**src/design/tsts_pkg.sv**
```systemverilog
// ----------------------------------------------------------------------------
// tsts_pkg
// shared types, constants and helpers of the time slice task scheduler
// ----------------------------------------------------------------------------
package tsts_pkg;

   localparam int NUM_TASKS = 4;
   localparam int TASK_W    = $clog2(NUM_TASKS);

   typedef logic [TASK_W-1:0] task_idx_type;
   typedef logic [1:0]        status_type;

   localparam task_idx_type LAST_TASK   = task_idx_type'(NUM_TASKS - 1);
   localparam logic [7:0]   SLICE_RESET = 8'd10;

   localparam status_type TS_READY   = 2'd0;
   localparam status_type TS_RUNNING = 2'd1;
   localparam status_type TS_BLOCKED = 2'd2;

   typedef struct packed {
      status_type  status;
      logic [15:0] delay;
      logic [7:0]  slice;
   } entry_type;

   localparam int ENTRY_W = $bits(entry_type);

   localparam entry_type RESET_ENTRY = '{status: TS_READY, delay: 16'd0, slice: SLICE_RESET};

   typedef struct packed {
      task_idx_type rd_addr;
      logic         wr_en;
      task_idx_type wr_addr;
      entry_type    wr_data;
   } mem_req_type;

   typedef enum logic [2:0] {
      S_IDLE,
      S_STEP_RD,
      S_SCAN,
      S_WR_CUR,
      S_WR_NXT,
      S_TICK
   } sched_state_type;

   function automatic task_idx_type succ_idx(input task_idx_type i);
      return (i == LAST_TASK) ? '0 : task_idx_type'(i + 1'b1);
   endfunction

endpackage

```
**src/design/tsts_ram.sv**
```systemverilog
// ----------------------------------------------------------------------------
// tsts_ram
// generic single write port ram with registered read
// ----------------------------------------------------------------------------
module tsts_ram #(
   parameter int WIDTH = 8,
   parameter int DEPTH = 4
) (
   input  logic                     clock,
   input  logic                     wr_en,
   input  logic [$clog2(DEPTH)-1:0] wr_addr,
   input  logic [WIDTH-1:0]         wr_data,
   input  logic [$clog2(DEPTH)-1:0] rd_addr,
   output logic [WIDTH-1:0]         rd_data
);

   logic [WIDTH-1:0] mem [DEPTH];
   logic [WIDTH-1:0] rd_data_ff;

   always_ff @(posedge clock) begin
      if (wr_en) begin
         mem[wr_addr] <= wr_data;
      end
      rd_data_ff <= mem[rd_addr];
   end

   assign rd_data = rd_data_ff;

endmodule

```
**src/design/tsts_store.sv**
```systemverilog
// ----------------------------------------------------------------------------
// tsts_store
// per task entry memory; entries never written read as their reset value
// ----------------------------------------------------------------------------
module tsts_store (
   input  logic                 clock,
   input  logic                 reset,
   input  tsts_pkg::mem_req_type req,
   output tsts_pkg::entry_type   rd_entry
);
   import tsts_pkg::*;

   logic [NUM_TASKS-1:0] valid_ff;
   logic [NUM_TASKS-1:0] valid_in;
   task_idx_type         rd_addr_ff;
   logic [ENTRY_W-1:0]   ram_rd_data;

   tsts_ram #(
      .WIDTH (ENTRY_W),
      .DEPTH (NUM_TASKS)
   ) u_ram (
      .clock   (clock),
      .wr_en   (req.wr_en),
      .wr_addr (req.wr_addr),
      .wr_data (req.wr_data),
      .rd_addr (req.rd_addr),
      .rd_data (ram_rd_data)
   );

   always_comb begin
      valid_in = valid_ff;
      if (req.wr_en) begin
         valid_in[req.wr_addr] = 1'b1;
      end
   end

   always_ff @(posedge clock) begin
      if (reset) begin
         valid_ff <= '0;
      end else begin
         valid_ff <= valid_in;
      end
      rd_addr_ff <= req.rd_addr;
   end

   assign rd_entry = valid_ff[rd_addr_ff] ? entry_type'(ram_rd_data) : RESET_ENTRY;

endmodule

```
**src/design/tsts_ctrl.sv**
```systemverilog
// ----------------------------------------------------------------------------
// tsts_ctrl
// sequencer: read, modify and write back task entries, round robin search
// ----------------------------------------------------------------------------
module tsts_ctrl (
   input  logic                  clock,
   input  logic                  reset,
   input  logic                  start,
   output logic                  busy,
   input  logic                  req_mode,
   input  logic                  req_block_self,
   input  logic [15:0]           req_block_ticks,
   input  logic [7:0]            slice_len,
   output tsts_pkg::mem_req_type  mem_req,
   input  tsts_pkg::entry_type    rd_entry,
   output logic                  rsp_valid,
   output logic [3:0]            rsp_task_idx,
   output logic                  rsp_switched,
   output logic [15:0]           rsp_woke_mask
);
   import tsts_pkg::*;

   sched_state_type      state_ff, state_in;
   task_idx_type         running_ff, running_in;
   task_idx_type         scan_ff, scan_in;
   task_idx_type         nxt_ff, nxt_in;
   logic                 blk_ff, blk_in;
   logic [15:0]          ticks_ff, ticks_in;
   entry_type            cur_ent_ff, cur_ent_in;
   entry_type            nxt_ent_ff, nxt_ent_in;
   entry_type            last_ent_ff, last_ent_in;
   logic                 sw_ff, sw_in;
   logic [NUM_TASKS-1:0] woke_ff, woke_in;
   logic                 rsp_valid_ff, rsp_valid_in;
   logic [3:0]           rsp_task_ff, rsp_task_in;
   logic                 rsp_sw_ff, rsp_sw_in;
   logic [15:0]          rsp_woke_ff, rsp_woke_in;

   // decoded conditions
   entry_type            step_ent;
   logic                 need_pick;
   logic                 scan_ready;
   logic                 scan_wrap;
   logic                 cur_keeps;
   entry_type            last_seen;
   entry_type            tick_ent;
   logic                 tick_wake;

   always_comb begin
      step_ent.status = blk_ff ? TS_BLOCKED : rd_entry.status;
      step_ent.delay  = blk_ff ? ticks_ff : rd_entry.delay;
      step_ent.slice  = (rd_entry.slice != 8'd0) ? 8'(rd_entry.slice - 8'd1) : 8'd0;
      need_pick       = (step_ent.slice == 8'd0) || (step_ent.status == TS_BLOCKED);

      scan_ready = (rd_entry.status == TS_READY);
      scan_wrap  = (succ_idx(scan_ff) == running_ff);
      cur_keeps  = (cur_ent_ff.status == TS_READY) || (cur_ent_ff.status == TS_RUNNING)
                   || (running_ff == LAST_TASK);
      last_seen  = (scan_ff == LAST_TASK) ? rd_entry : last_ent_ff;

      tick_ent  = rd_entry;
      tick_wake = 1'b0;
      if ((rd_entry.status == TS_BLOCKED) && (rd_entry.delay != 16'd0)) begin
         tick_ent.delay = 16'(rd_entry.delay - 16'd1);
         if (tick_ent.delay == 16'd0) begin
            tick_ent.status = TS_READY;
            tick_wake       = 1'b1;
         end
      end
   end

   // next state
   always_comb begin
      state_in = state_ff;
      unique case (state_ff)
         S_IDLE: begin
            if (start) begin
               state_in = req_mode ? S_TICK : S_STEP_RD;
            end
         end
         S_STEP_RD: begin
            state_in = need_pick ? S_SCAN : S_IDLE;
         end
         S_SCAN: begin
            if (scan_ready || scan_wrap) begin
               state_in = S_WR_CUR;
            end
         end
         S_WR_CUR: begin
            state_in = sw_ff ? S_WR_NXT : S_IDLE;
         end
         S_WR_NXT: begin
            state_in = S_IDLE;
         end
         S_TICK: begin
            if (scan_ff == LAST_TASK) begin
               state_in = S_IDLE;
            end
         end
         default: begin
            state_in = S_IDLE;
         end
      endcase
   end

   // datapath and outputs
   always_comb begin
      mem_req      = '0;
      running_in   = running_ff;
      scan_in      = scan_ff;
      nxt_in       = nxt_ff;
      blk_in       = blk_ff;
      ticks_in     = ticks_ff;
      cur_ent_in   = cur_ent_ff;
      nxt_ent_in   = nxt_ent_ff;
      last_ent_in  = last_ent_ff;
      sw_in        = sw_ff;
      woke_in      = woke_ff;
      rsp_valid_in = 1'b0;
      rsp_task_in  = rsp_task_ff;
      rsp_sw_in    = rsp_sw_ff;
      rsp_woke_in  = rsp_woke_ff;
      unique case (state_ff)
         S_IDLE: begin
            if (start) begin
               blk_in   = req_block_self;
               ticks_in = req_block_ticks;
               woke_in  = '0;
               if (req_mode) begin
                  mem_req.rd_addr = '0;
                  scan_in         = '0;
               end else begin
                  mem_req.rd_addr = running_ff;
               end
            end
         end
         S_STEP_RD: begin
            cur_ent_in = step_ent;
            if (need_pick) begin
               mem_req.rd_addr = succ_idx(running_ff);
               scan_in         = succ_idx(running_ff);
            end else begin
               mem_req.wr_en   = 1'b1;
               mem_req.wr_addr = running_ff;
               mem_req.wr_data = step_ent;
               rsp_valid_in    = 1'b1;
               rsp_task_in     = 4'(running_ff);
               rsp_sw_in       = 1'b0;
               rsp_woke_in     = '0;
            end
         end
         S_SCAN: begin
            last_ent_in = last_seen;
            if (scan_ready) begin
               sw_in      = 1'b1;
               nxt_in     = scan_ff;
               nxt_ent_in = rd_entry;
            end else if (scan_wrap) begin
               if (cur_keeps) begin
                  sw_in  = 1'b0;
                  nxt_in = running_ff;
               end else begin
                  sw_in      = 1'b1;
                  nxt_in     = LAST_TASK;
                  nxt_ent_in = last_seen;
               end
            end else begin
               mem_req.rd_addr = succ_idx(scan_ff);
               scan_in         = succ_idx(scan_ff);
            end
         end
         S_WR_CUR: begin
            mem_req.wr_en   = 1'b1;
            mem_req.wr_addr = running_ff;
            mem_req.wr_data = cur_ent_ff;
            if (sw_ff) begin
               if (cur_ent_ff.status == TS_RUNNING) begin
                  mem_req.wr_data.status = TS_READY;
               end
            end else begin
               mem_req.wr_data.slice = slice_len;
               rsp_valid_in          = 1'b1;
               rsp_task_in           = 4'(running_ff);
               rsp_sw_in             = 1'b0;
               rsp_woke_in           = '0;
            end
         end
         S_WR_NXT: begin
            mem_req.wr_en         = 1'b1;
            mem_req.wr_addr       = nxt_ff;
            mem_req.wr_data       = nxt_ent_ff;
            mem_req.wr_data.status = TS_RUNNING;
            mem_req.wr_data.slice = slice_len;
            running_in            = nxt_ff;
            rsp_valid_in          = 1'b1;
            rsp_task_in           = 4'(nxt_ff);
            rsp_sw_in             = 1'b1;
            rsp_woke_in           = '0;
         end
         S_TICK: begin
            mem_req.wr_en   = 1'b1;
            mem_req.wr_addr = scan_ff;
            mem_req.wr_data = tick_ent;
            mem_req.rd_addr = succ_idx(scan_ff);
            scan_in         = succ_idx(scan_ff);
            if (tick_wake) begin
               woke_in[scan_ff] = 1'b1;
            end
            if (scan_ff == LAST_TASK) begin
               rsp_valid_in = 1'b1;
               rsp_task_in  = 4'(running_ff);
               rsp_sw_in    = 1'b0;
               rsp_woke_in  = 16'(woke_in);
            end
         end
         default: begin
            mem_req = '0;
         end
      endcase
   end

   always_ff @(posedge clock) begin
      if (reset) begin
         state_ff     <= S_IDLE;
         running_ff   <= '0;
         rsp_valid_ff <= 1'b0;
      end else begin
         state_ff     <= state_in;
         running_ff   <= running_in;
         rsp_valid_ff <= rsp_valid_in;
      end
      scan_ff     <= scan_in;
      nxt_ff      <= nxt_in;
      blk_ff      <= blk_in;
      ticks_ff    <= ticks_in;
      cur_ent_ff  <= cur_ent_in;
      nxt_ent_ff  <= nxt_ent_in;
      last_ent_ff <= last_ent_in;
      sw_ff       <= sw_in;
      woke_ff     <= woke_in;
      rsp_task_ff <= rsp_task_in;
      rsp_sw_ff   <= rsp_sw_in;
      rsp_woke_ff <= rsp_woke_in;
   end

   assign busy          = (state_ff != S_IDLE);
   assign rsp_valid     = rsp_valid_ff;
   assign rsp_task_idx  = rsp_task_ff;
   assign rsp_switched  = rsp_sw_ff;
   assign rsp_woke_mask = rsp_woke_ff;

endmodule

```
**src/design/time_slice_task_scheduler.sv**
```systemverilog
// ----------------------------------------------------------------------------
// time_slice_task_scheduler
// round robin task scheduler with a per task time slice
//
// a command is taken when start is high and busy is low. req_mode 0 is a
// scheduler step (req_block_self / req_block_ticks may block the running
// task first), req_mode 1 is a system tick that counts blocked delays down.
// every command gives exactly one result: rsp_valid is high for one cycle
// with rsp_task_idx, rsp_switched and rsp_woke_mask. the receiver
// cannot stall; the result register holds it for that one cycle only.
// task entries live in one ram with a registered read, walked by a sequencer:
// a plain step writes back the running entry, a search step also reads the
// following entries in turn, a tick rewrites every entry in turn. a new
// command may start in the cycle the result shows. csr_slice_len is written
// on a csr_valid / csr_ready transfer; the user must write it only while
// idle, the block itself does not enforce this. reset clears the sequencer,
// makes all tasks ready with a slice of 10 and a zero delay (per entry valid
// bits, no clearing pass), task 0 running.
// ----------------------------------------------------------------------------
module time_slice_task_scheduler (
   input  logic        clock,
   input  logic        reset,
   input  logic        start,
   output logic        busy,
   input  logic        req_mode,
   input  logic        req_block_self,
   input  logic [15:0] req_block_ticks,
   output logic        rsp_valid,
   output logic [3:0]  rsp_task_idx,
   output logic        rsp_switched,
   output logic [15:0] rsp_woke_mask,
   input  logic        csr_valid,
   output logic        csr_ready,
   input  logic [7:0]  csr_slice_len
);
   import tsts_pkg::*;

   logic [7:0]  slice_len_ff;
   logic [7:0]  slice_len_in;
   mem_req_type mem_req;
   entry_type   rd_entry;

   assign csr_ready    = 1'b1;
   assign slice_len_in = (csr_valid && csr_ready) ? csr_slice_len : slice_len_ff;

   always_ff @(posedge clock) begin
      if (reset) begin
         slice_len_ff <= SLICE_RESET;
      end else begin
         slice_len_ff <= slice_len_in;
      end
   end

   tsts_store u_store (
      .clock    (clock),
      .reset    (reset),
      .req      (mem_req),
      .rd_entry (rd_entry)
   );

   tsts_ctrl u_ctrl (
      .clock           (clock),
      .reset           (reset),
      .start           (start),
      .busy            (busy),
      .req_mode        (req_mode),
      .req_block_self  (req_block_self),
      .req_block_ticks (req_block_ticks),
      .slice_len       (slice_len_ff),
      .mem_req         (mem_req),
      .rd_entry        (rd_entry),
      .rsp_valid       (rsp_valid),
      .rsp_task_idx    (rsp_task_idx),
      .rsp_switched    (rsp_switched),
      .rsp_woke_mask   (rsp_woke_mask)
   );

endmodule

```
**config.mk**
```make
export PLATFORM = sky130hd
export DESIGN_NAME = time_slice_task_scheduler
export DESIGN_NICKNAME = d
export VERILOG_FILES = /design/src/design/tsts_pkg.sv /design/src/design/tsts_ram.sv /design/src/design/tsts_store.sv /design/src/design/tsts_ctrl.sv /design/src/design/time_slice_task_scheduler.sv
export SDC_FILE = /design/constraint.sdc
export NUM_CORES = 1
export LEC_CHECK = 0
export BUFFER_PORTS_ARGS = -buffer_cell sky130_fd_sc_hd__buf_2
export CAP_MARGIN = 20
export CORE_MARGIN = 3
export CORE_UTILIZATION = 50
export CTS_BUF_LIST = sky130_fd_sc_hd__clkbuf_2 sky130_fd_sc_hd__clkbuf_4 sky130_fd_sc_hd__clkbuf_8
export CTS_CLUSTER_SIZE = 20
export DETAILED_ROUTE_END_ITERATION = 6
export GPL_ROUTABILITY_DRIVEN = 1
export PLACE_DENSITY = 0.8
export SLEW_MARGIN = 25
export SYNTH_ARGS = -nofsm -noshare
export SYNTH_HDL_FRONTEND = slang
export SYNTH_HIERARCHICAL = 1
export SYNTH_SLANG_ARGS = --single-unit
```
**constraint.sdc**
```tcl
create_clock -name clock -period 5.9 [get_ports clock]
set_input_delay 0.295 -clock clock [delete_from_list [all_inputs] [get_ports clock]]
set_output_delay 0.295 -clock clock [all_outputs]
set_load 0.01 [all_outputs]
```
==> results of run 1 <==
[worst max-delay path: stages (launching register included)]
cell                      delay [ps]
sky130_fd_sc_hd__dfxtp_1         340
sky130_fd_sc_hd__mux4_2          770
sky130_fd_sc_hd__and2_4          300
sky130_fd_sc_hd__inv_1            60
sky130_fd_sc_hd__ha_1            250
sky130_fd_sc_hd__or4b_2          670
sky130_fd_sc_hd__nor2_1          370
sky130_fd_sc_hd__a41oi_1         130
sky130_fd_sc_hd__nor2_1          210
sky130_fd_sc_hd__o31a_1          210
sky130_fd_sc_hd__a221o_2         650
sky130_fd_sc_hd__buf_4           280
sky130_fd_sc_hd__mux4_2          500
[stage by stage]
| stage | instance area [µm²] | std cells | hold slack (ps) | utilization [%] |
|---|---|---|---|---|
| floorplan | 10500 | 717 | 364 | - |
| global placement | 10900 | 988 | 436 | 53.2 |
| detailed placement | 10900 | 988 | 441 | 53.2 |
| CTS | 11800 | 1078 | 1.89 | 57.9 |
| global route | 11800 | 1078 | 23.2 | 57.9 |
| finish | 11800 | 1078 | 23.1 | 57.9 |
[synth_stat cells (4+ instances only)]
| master | count | area (µm²) |
|---|---|---|
| sky130_fd_sc_hd__a222oi_1 | 16 | 160 |
| sky130_fd_sc_hd__nand2_1 | 38 | 143 |
| sky130_fd_sc_hd__nand2b_1 | 23 | 144 |
| sky130_fd_sc_hd__a22oi_1 | 8 | 60.1 |
| sky130_fd_sc_hd__o21ai_0 | 17 | 85.1 |
| sky130_fd_sc_hd__o31ai_1 | 5 | 37.5 |
| sky130_fd_sc_hd__nor3_1 | 9 | 45.0 |
| sky130_fd_sc_hd__dfxtp_1 | 46 | 921 |
| sky130_fd_sc_hd__xnor2_1 | 8 | 70.1 |
| sky130_fd_sc_hd__nor2b_1 | 9 | 56.3 |
| sky130_fd_sc_hd__nand3_1 | 5 | 25.0 |
| sky130_fd_sc_hd__a31oi_1 | 4 | 25.0 |
| sky130_fd_sc_hd__ha_1 | 9 | 113 |
| sky130_fd_sc_hd__buf_4 | 15 | 113 |
| sky130_fd_sc_hd__mux4_2 | 21 | 473 |
| sky130_fd_sc_hd__xor2_1 | 15 | 131 |
| sky130_fd_sc_hd__o211ai_1 | 7 | 52.6 |
| sky130_fd_sc_hd__clkbuf_1 | 24 | 90.1 |
| sky130_fd_sc_hd__nand3b_1 | 4 | 30.0 |
| sky130_fd_sc_hd__a21oi_1 | 10 | 50.1 |
| sky130_fd_sc_hd__buf_6 | 4 | 45.0 |
| sky130_fd_sc_hd__inv_1 | 20 | 75.1 |
| sky130_fd_sc_hd__nor2_1 | 33 | 124 |
| sky130_fd_sc_hd__and2_1 | 4 | 25.0 |
| sky130_fd_sc_hd__and3_1 | 4 | 25.0 |
| sky130_fd_sc_hd__and2_4 | 20 | 175 |
| sky130_fd_sc_hd__and2_2 | 4 | 30.0 |
| sky130_fd_sc_hd__mux2_2 | 47 | 529 |
| sky130_fd_sc_hd__mux4_1 | 6 | 158 |
| sky130_fd_sc_hd__mux2i_1 | 7 | 70.1 |
| sky130_fd_sc_hd__edfxtp_1 | 195 | 5860 |
| sky130_fd_sc_hd__a22o_1 | 4 | 35.0 |
[power by group through the flow]
stage | combinational, mW | sequential [mW] | clock, mW
2_1_floorplan | 0.502 | 2.09 | 0
3_3_place_gp | 0.629 | 2.11 | 0
3_5_place_dp | 0.643 | 2.11 | 0
4_1_cts | 0.658 | 2.08 | 1.42
5_1_grt | 0.722 | 2.09 | 1.49
6_report | 0.663 | 2.08 | 1.38
[cell type report]
| cell class | instances | share of cell area, % |
|---|---|---|
| clock inverters | 9 | 0.391 |
| flip-flops and latches | 241 | 57.3 |
| inverters | 20 | 0.635 |
| repair buffers | 74 | 4.34 |
| well taps | 270 | 2.86 |
| clock buffers | 60 | 5.98 |
| multi-input cells | 404 | 28.5 |
[metal layers]
layer | vias up | track usage (%) | share of wire (%) | wire length [µm]
met5 | - | 0 | 0 | 0
met4 | 0 | 7.30 | 2.8 | 587
met3 | 55 | 4.31 | 7.6 | 1620
met2 | 287 | 31.8 | 48 | 10300
met1 | 3018 | 25.4 | 41 | 8790
li1 | 2817 | - | - | -
[state kept, by name, indices dropped and copies added (netlist names), 2 cells and up]
signal and cells:
u_store/rd_addr_ff 2, u_ctrl/woke_ff 4, u_ctrl/state_ff 3, u_ctrl/last_ent_ff 16, u_ctrl/scan_ff 2, u_ctrl/ticks_ff 16
u_ctrl/running_ff 2, slice_len_ff 8, u_store/valid_ff 4, u_ctrl/rsp_woke_mask 4, u_ctrl/cur_ent_ff 26, u_store/u_ram/rd_data 26
u_ctrl/nxt_ent_ff 16, u_ctrl/rsp_task_idx 2, u_store/u_ram/mem 104, u_ctrl/nxt_ff 2
[placed cells by master (no fill, tap or decap), types with 4 or more instances in the layout]
cell                              n
sky130_fd_sc_hd__a21oi_1         10
sky130_fd_sc_hd__a222oi_1        16
sky130_fd_sc_hd__a22o_1           4
sky130_fd_sc_hd__a22oi_1          8
sky130_fd_sc_hd__a31oi_1          4
sky130_fd_sc_hd__and2_1           4
sky130_fd_sc_hd__and2_2           4
sky130_fd_sc_hd__and2_4          20
sky130_fd_sc_hd__and3_1           4
sky130_fd_sc_hd__buf_2           38
sky130_fd_sc_hd__buf_4           15
sky130_fd_sc_hd__clkbuf_4        19
sky130_fd_sc_hd__clkbuf_8        41
sky130_fd_sc_hd__clkinv_1         4
sky130_fd_sc_hd__conb_1          15
sky130_fd_sc_hd__dfxtp_1         46
sky130_fd_sc_hd__dlygate4sd3_1   21
sky130_fd_sc_hd__edfxtp_1       195
sky130_fd_sc_hd__ha_1             9
sky130_fd_sc_hd__inv_1           20
sky130_fd_sc_hd__mux2_2          47
sky130_fd_sc_hd__mux2i_1          7
sky130_fd_sc_hd__mux4_1           6
sky130_fd_sc_hd__mux4_2          21
sky130_fd_sc_hd__nand2_1         38
sky130_fd_sc_hd__nand2b_1        23
sky130_fd_sc_hd__nand3_1          5
sky130_fd_sc_hd__nand3b_1         4
sky130_fd_sc_hd__nor2_1          33
sky130_fd_sc_hd__nor2b_1          9
sky130_fd_sc_hd__nor3_1           9
sky130_fd_sc_hd__o211ai_1         7
sky130_fd_sc_hd__o21ai_0         17
sky130_fd_sc_hd__o31ai_1          5
sky130_fd_sc_hd__xnor2_1          8
sky130_fd_sc_hd__xor2_1          15
[cells by family (layout without fill, tap and decap cells)]
kind of cell             after synthesis  after routing  synth area share, %
AND/OR/NAND/NOR                      180            180                 9.87
XOR/XNOR                              23             23                 1.92
multiplexers                          81             81                 11.7
other                                  2             15               0.0716
buffers and inverters                 72            163                 3.76
flip-flops                           241            241                 64.6
adder cells (fa/ha/maj)                9              9                 1.07
AO/OA/AOI/OAI                         96             96                 6.95
[how the worst max path moves through the flow]
stage | slack (ps) | from | end
6_report | 1020 | u_store/rd_addr_ff[0]$_DFF_P_ | u_store/u_ram/rd_data[15]$_DFF_P_
5_1_grt | 760 | u_store/rd_addr_ff[0]$_DFF_P_ | u_store/u_ram/rd_data[11]$_DFF_P_
4_1_cts | 990 | u_store/rd_addr_ff[0]$_DFF_P_ | u_store/u_ram/rd_data[15]$_DFF_P_
3_5_place_dp | 1010 | u_store/rd_addr_ff[0]$_DFF_P_ | u_store/u_ram/rd_data[15]$_DFF_P_
3_3_place_gp | 1180 | u_store/rd_addr_ff[0]$_DFF_P_ | u_store/u_ram/rd_data[22]$_DFF_P_
2_1_floorplan | 250 | u_store/rd_addr_ff[0]$_DFF_P_ | u_store/u_ram/mem[0][0]$_DFFE_PP_
[repair_timing]
item,CTS,global route
hold endpoints to repair,21,0
hold buffers,21,0
gates resized for setup,0,0
endpoints found under the setup margin,0,0
==> run summary, run 1 <==
======================================================================================================
Number of antenna violations at the first check in global routing .......................            0
Synth Warn # ............................................................................            6
Number of hold violations in the final report ...........................................            0
Post-Place Worst Slack ..................................................................      1010 ps
Number of clock sinks seen by CTS .......................................................          241
Post-detailed-route count of antenna-violating nets .....................................            0
Hold/Removal Path Class .................................................................    in -> reg
Global Route Usage Sum ..................................................................        19.3%
Largest net degree at the start of global routing .......................................           28
Area of the core ........................................................................   20,400 µm²
RSZ-0062 raised after global routing ....................................................        false
Run status .............................................................................. complete, no violations
Final-report max-slew violation count ...................................................            0
Number of antenna cells inserted ........................................................            0
Most instantiated flip-flop cell in the synthesis netlist ............................... sky130_fd_sc_hd__edfxtp_1
Number of port buffers ..................................................................           38
Share of synthesized area occupied by flip-flops and latches ............................        64.6%
Clock period minus worst slack ..........................................................      4880 ps
Reg area ................................................................................     6780 µm²
Post-route clock period utilization .....................................................        82.7%
Number of flops mapped to enable cells by yosys .........................................          195
CTS tree ................................................................................          yes
Drc violations ..........................................................................            0
Number of levels in the clock H-tree ....................................................            2
Combinational Power Share ...............................................................        16.1%
Sw Ratio ................................................................................        25.7%
Worst-skew pair later-pin latency .......................................................       520 ps
Clock Tree Buf Depth ....................................................................            3
Combined area of the multi-input logic cells ............................................     3370 µm²
Total of fill cells in the finished design ..............................................        1,582
Clock skew after layout .................................................................      24.4 ps
Highest Clock Rate ......................................................................      205 MHz
Biggest fanout along the worst timing path ..............................................           26
Cell depth of the worst min-delay path ..................................................            3
I/O pins ................................................................................           54
Final-stage net count ...................................................................          818
Starting density of the core ............................................................        51.3%
Kind of end point of the critical path ..................................................         flop
CTS Buf Count ...........................................................................           38
MaxCap Viol Count .......................................................................            0
Flip-flop and latch count after synthesis ...............................................          241
Endpoint arrival time on the critical path ..............................................      5270 ps
Proportion of layout cells with a drive suffix above 1 ..................................        27.6%
Post-synth design cell area .............................................................   10,500 µm²
Transition time at the pin with the least slew margin ...................................       891 ps
First-pass GRT wire length ..............................................................      33.9 mm
Via density .............................................................................         5.73
NetSw ...................................................................................      1.06 mW
Detailed-route wire length ..............................................................      21.3 mm
Area growth, synth to finish ............................................................        12.8%
Vias in the first global route ..........................................................        6,292
Cells on worst reg2reg path .............................................................           12
Total number of vias ....................................................................        6,177
DIE AREA ................................................................................   22,700 µm²
Reg power frac ..........................................................................        50.4%
Aggregate global routing overflow .......................................................            0
Routed length per placed instance .......................................................      19.8 µm
Post-CTS Setup Inserts ..................................................................            0
Power per Cell Area .....................................................................   348 nW/µm²
Setup TNS Final .........................................................................         0 ps
Data required time of the worst path ....................................................      6290 ps
Iter 0 DRT Violations ...................................................................          594
Int Power ...............................................................................      3.06 mW
Detailed Routing Iterations Pass 1 ......................................................            6
Root buffer selected by CTS ............................................................. sky130_fd_sc_hd__clkbuf_8
Number of library cell types mapped by synthesis ........................................           69
Global placement routability congestion .................................................        0.887
Min-delay src ........................................................................... csr_slice_len[7]
Critical Setup Path Class ...............................................................   reg -> reg
Placement row count .....................................................................           52
Min setup slack post-route ..............................................................      1020 ps
CP startpoint kind ......................................................................         flop
DIE WIDTH ...............................................................................       151 µm
Average cell area after synthesis .......................................................     14.9 µm²
Total design power ......................................................................      4.12 mW
Pleak ...................................................................................      4.31 nW
Number of failing setup endpoints in the final timing report ............................            0
Worst reg2reg path startpoint ........................................................... u_store/rd_addr_ff[0]$_DFF_P_
HPWL after detailed placement ...........................................................      13.5 mm
Register-to-register path setup slack ...................................................      1020 ps
WHS Endpoint ............................................................................ slice_len_ff[7]$_SDFFE_PP0P_
Synth Instances .........................................................................          704
Worst slew margin .......................................................................        39.1%
Clock transition at the register clock pins on the worst setup and hold paths after CTS .        60 ps
Proportion of power drawn by the clock network ..........................................        33.6%
Die Y-Extent ............................................................................       151 µm
Terminus of the critical flop-to-flop path .............................................. u_store/u_ram/rd_data[15]$_DFF_P_
Maximum resistive drop on vdd ...........................................................     0.207 mV
Share of synthesized registers carrying an async set or reset ...........................           0%
======================================================================================================
Note: power is estimated with default switching activity, not from simulation.
==> run 2, diff against run 1 <==
- clock period: 5.9 -> 4.25 ns (I/O delays scaled with it)
==> run 2 against run 1 <==
  * Register-to-register slack got worse by 760 ps
  * First-iteration DRC count fell by 5.9%
  * Setup slack got worse by 760 ps
  * Flip-flop and latch count did not move
  * Critical path type unchanged
  * Largest power group unchanged
==> run summary, run 2 (same netlist as run 1, synthesis figures left out) <==
======================================================================================================
Root buffer selected by CTS ............................................................. sky130_fd_sc_hd__clkbuf_8
Placement row count .....................................................................           52
Detailed-route wire length ..............................................................      22.5 mm
CP startpoint kind ......................................................................         flop
Die Y-Extent ............................................................................       151 µm
Int Power ...............................................................................      4.31 mW
Worst-skew pair later-pin latency .......................................................       540 ps
Post-Place Worst Slack ..................................................................       230 ps
Cell Count Post-Placement ...............................................................          994
Aggregate global routing overflow .......................................................            0
CTS tree ................................................................................          yes
Number of gates resized after cts .......................................................            0
Fin cells ...............................................................................        1,090
Cell depth of the worst min-delay path ..................................................            2
Setup TNS Final .........................................................................         0 ps
Clock period minus worst slack ..........................................................      3990 ps
Post-CTS Setup Inserts ..................................................................            0
Cells on worst reg2reg path .............................................................           12
Via density .............................................................................         5.76
Layout Cell Area excl Fill ..............................................................   12,000 µm²
Proportion of layout cells with a drive suffix above 1 ..................................        28.0%
Register bank with the most flops ....................................................... u_store/u_ram/mem
Leading cell types in the layout, fill and taps excluded ................................ 195 x sky130_fd_sc_hd__edfxtp_1, 47 x sky130_fd_sc_hd__mux2_2, 46 x sky130_fd_sc_hd__dfxtp_1
Clock skew after layout .................................................................      17.3 ps
I/O pins ................................................................................           54
Reg area ................................................................................     6780 µm²
Critical Setup Path Class ...............................................................   reg -> reg
Pleak ...................................................................................      4.38 nW
Total design power ......................................................................      5.82 mW
Highest Clock Rate ......................................................................      250 MHz
Hold/Removal Path Class .................................................................    in -> reg
Layout Utilization ......................................................................        58.7%
First-pass GRT wire length ..............................................................      35.1 mm
Post-detailed-route count of antenna-violating nets .....................................            0
Number of clock sinks seen by CTS .......................................................          241
Area growth, synth to finish ............................................................        14.5%
Endpoint arrival time on the critical path ..............................................      4380 ps
Biggest fanout along the worst timing path ..............................................           27
Transition time at the pin with the least slew margin ...................................       940 ps
Combined area of the multi-input logic cells ............................................     3390 µm²
Starting density of the core ............................................................        51.3%
Number of antenna violations at the first check in global routing .......................            0
Global placement routability congestion .................................................        0.913
MaxCap Viol Count .......................................................................            0
Drc violations ..........................................................................            0
Global Route Usage Sum ..................................................................        20.4%
RSZ-0062 raised after global routing ....................................................        false
Number of hold violations in the final report ...........................................            0
Sw Ratio ................................................................................        26.0%
Maximum resistive drop on vdd ...........................................................     0.330 mV
Number of levels in the clock H-tree ....................................................            2
Total of fill cells in the finished design ..............................................        1,520
Reg power frac ..........................................................................        49.6%
Number of antenna cells inserted ........................................................            0
Routed length per placed instance .......................................................      20.6 µm
Iter 0 DRT Violations ...................................................................          559
Final-report max-slew violation count ...................................................            0
Placement Cell Area .....................................................................   11,000 µm²
Number of failing setup endpoints in the final timing report ............................            0
Vias in the first global route ..........................................................        6,350
Run status .............................................................................. complete, no violations
DIE WIDTH ...............................................................................       151 µm
Final-stage net count ...................................................................          829
Total number of vias ....................................................................        6,280
Clock Tree Buf Depth ....................................................................            3
Area of the core ........................................................................   20,400 µm²
Worst slew margin .......................................................................        37.3%
CTS Buf Count ...........................................................................           39
Min setup slack post-route ..............................................................       257 ps
Number of flip-flops under the largest register name ....................................          104
Kind of end point of the critical path ..................................................         flop
Final hold slack ........................................................................      69.9 ps
Power per Cell Area .....................................................................   485 nW/µm²
Largest net degree at the start of global routing .......................................           28
Number of port buffers ..................................................................           38
HPWL after detailed placement ...........................................................      14.2 mm
Clock transition at the register clock pins on the worst setup and hold paths after CTS .        60 ps
DIE AREA ................................................................................   22,700 µm²
NetSw ...................................................................................      1.51 mW
Proportion of power drawn by the clock network ..........................................        33.9%
Data required time of the worst path ....................................................      4640 ps
Detailed Routing Iterations Pass 1 ......................................................            5
Post-route clock period utilization .....................................................        94.0%
Most frequent standard cell in the layout excluding fill and tap cells .................. sky130_fd_sc_hd__edfxtp_1
Combinational Power Share ...............................................................        16.5%
======================================================================================================
==> run 2: cell count changes in the layout (fill, tap and decap cells not counted), sizes merged <==
| cell | change |
|---|---|
| dlygate4sd3 | +4 |
| inv | +1 |
| clkbuf | -4 |
| buf | +6 |
| bufinv | +1 |
| clkinv | +4 |
==> run 2: metal layers <==
metal | up-vias | track usage [%] | wire, µm
met1 | 3079 | 27.1 | 9330
met5 | - | 0 | 0
li1 | 2838 | - | -
met3 | 59 | 3.95 | 1670
met2 | 304 | 32.7 | 10700
met4 | 0 | 9.52 | 763
==> run 2: layout make-up <==
class,count,share of cell area (%)
inverter,20,0.626
sequential,241,56.5
clock inverter,15,0.813
multi-input combinational,404,28.2
timing repair buffer,84,5.40
tap,270,2.82
clock buffer,56,5.64
==> run 2: power groups by stage <==
stage / Sequential, mW / Clock (mW) / Combinational [mW]
after global routing: 2.90 / 2.13 / 1.03
after floorplan: 2.90 / 0 / 0.702
after detailed placement: 2.94 / 0 / 0.924
after global placement: 2.93 / 0 / 0.897
final: 2.89 / 1.97 / 0.959
after CTS: 2.89 / 2.01 / 0.950
==> run 2: final timing paths <==
path	startpoint	endpoint	slack [ps]
hold / removal	reset	slice_len_ff[4]$_SDFFE_PP0P_	70
setup / recovery	u_store/rd_addr_ff[0]$_DFF_P_	u_store/u_ram/rd_data[4]$_DFF_P_	260
hold reg to reg	u_store/valid_ff[0]$_SDFFE_PP0P_	u_store/valid_ff[0]$_SDFFE_PP0P_	440
setup reg to reg	u_store/rd_addr_ff[0]$_DFF_P_	u_store/u_ram/rd_data[4]$_DFF_P_	260
==> run 2: worst max-delay path, cell delays in order (launching register included) <==
cell	delay, ps
sky130_fd_sc_hd__dfxtp_1	320
sky130_fd_sc_hd__mux4_2	570
sky130_fd_sc_hd__or2b_1	260
sky130_fd_sc_hd__inv_1	60
sky130_fd_sc_hd__ha_1	240
sky130_fd_sc_hd__nor2b_1	170
sky130_fd_sc_hd__o41a_1	380
sky130_fd_sc_hd__a311oi_2	310
sky130_fd_sc_hd__nor2_1	110
sky130_fd_sc_hd__o31a_1	310
sky130_fd_sc_hd__a221o_2	420
sky130_fd_sc_hd__buf_12	200
sky130_fd_sc_hd__mux4_1	490
==> run 2: timing repair <==
| item | in CTS | in global routing |
|---|---|---|
| endpoints found under the setup margin | 0 | 0 |
| hold buffers | 25 | 0 |
| endpoints found under the hold margin | 25 | 0 |
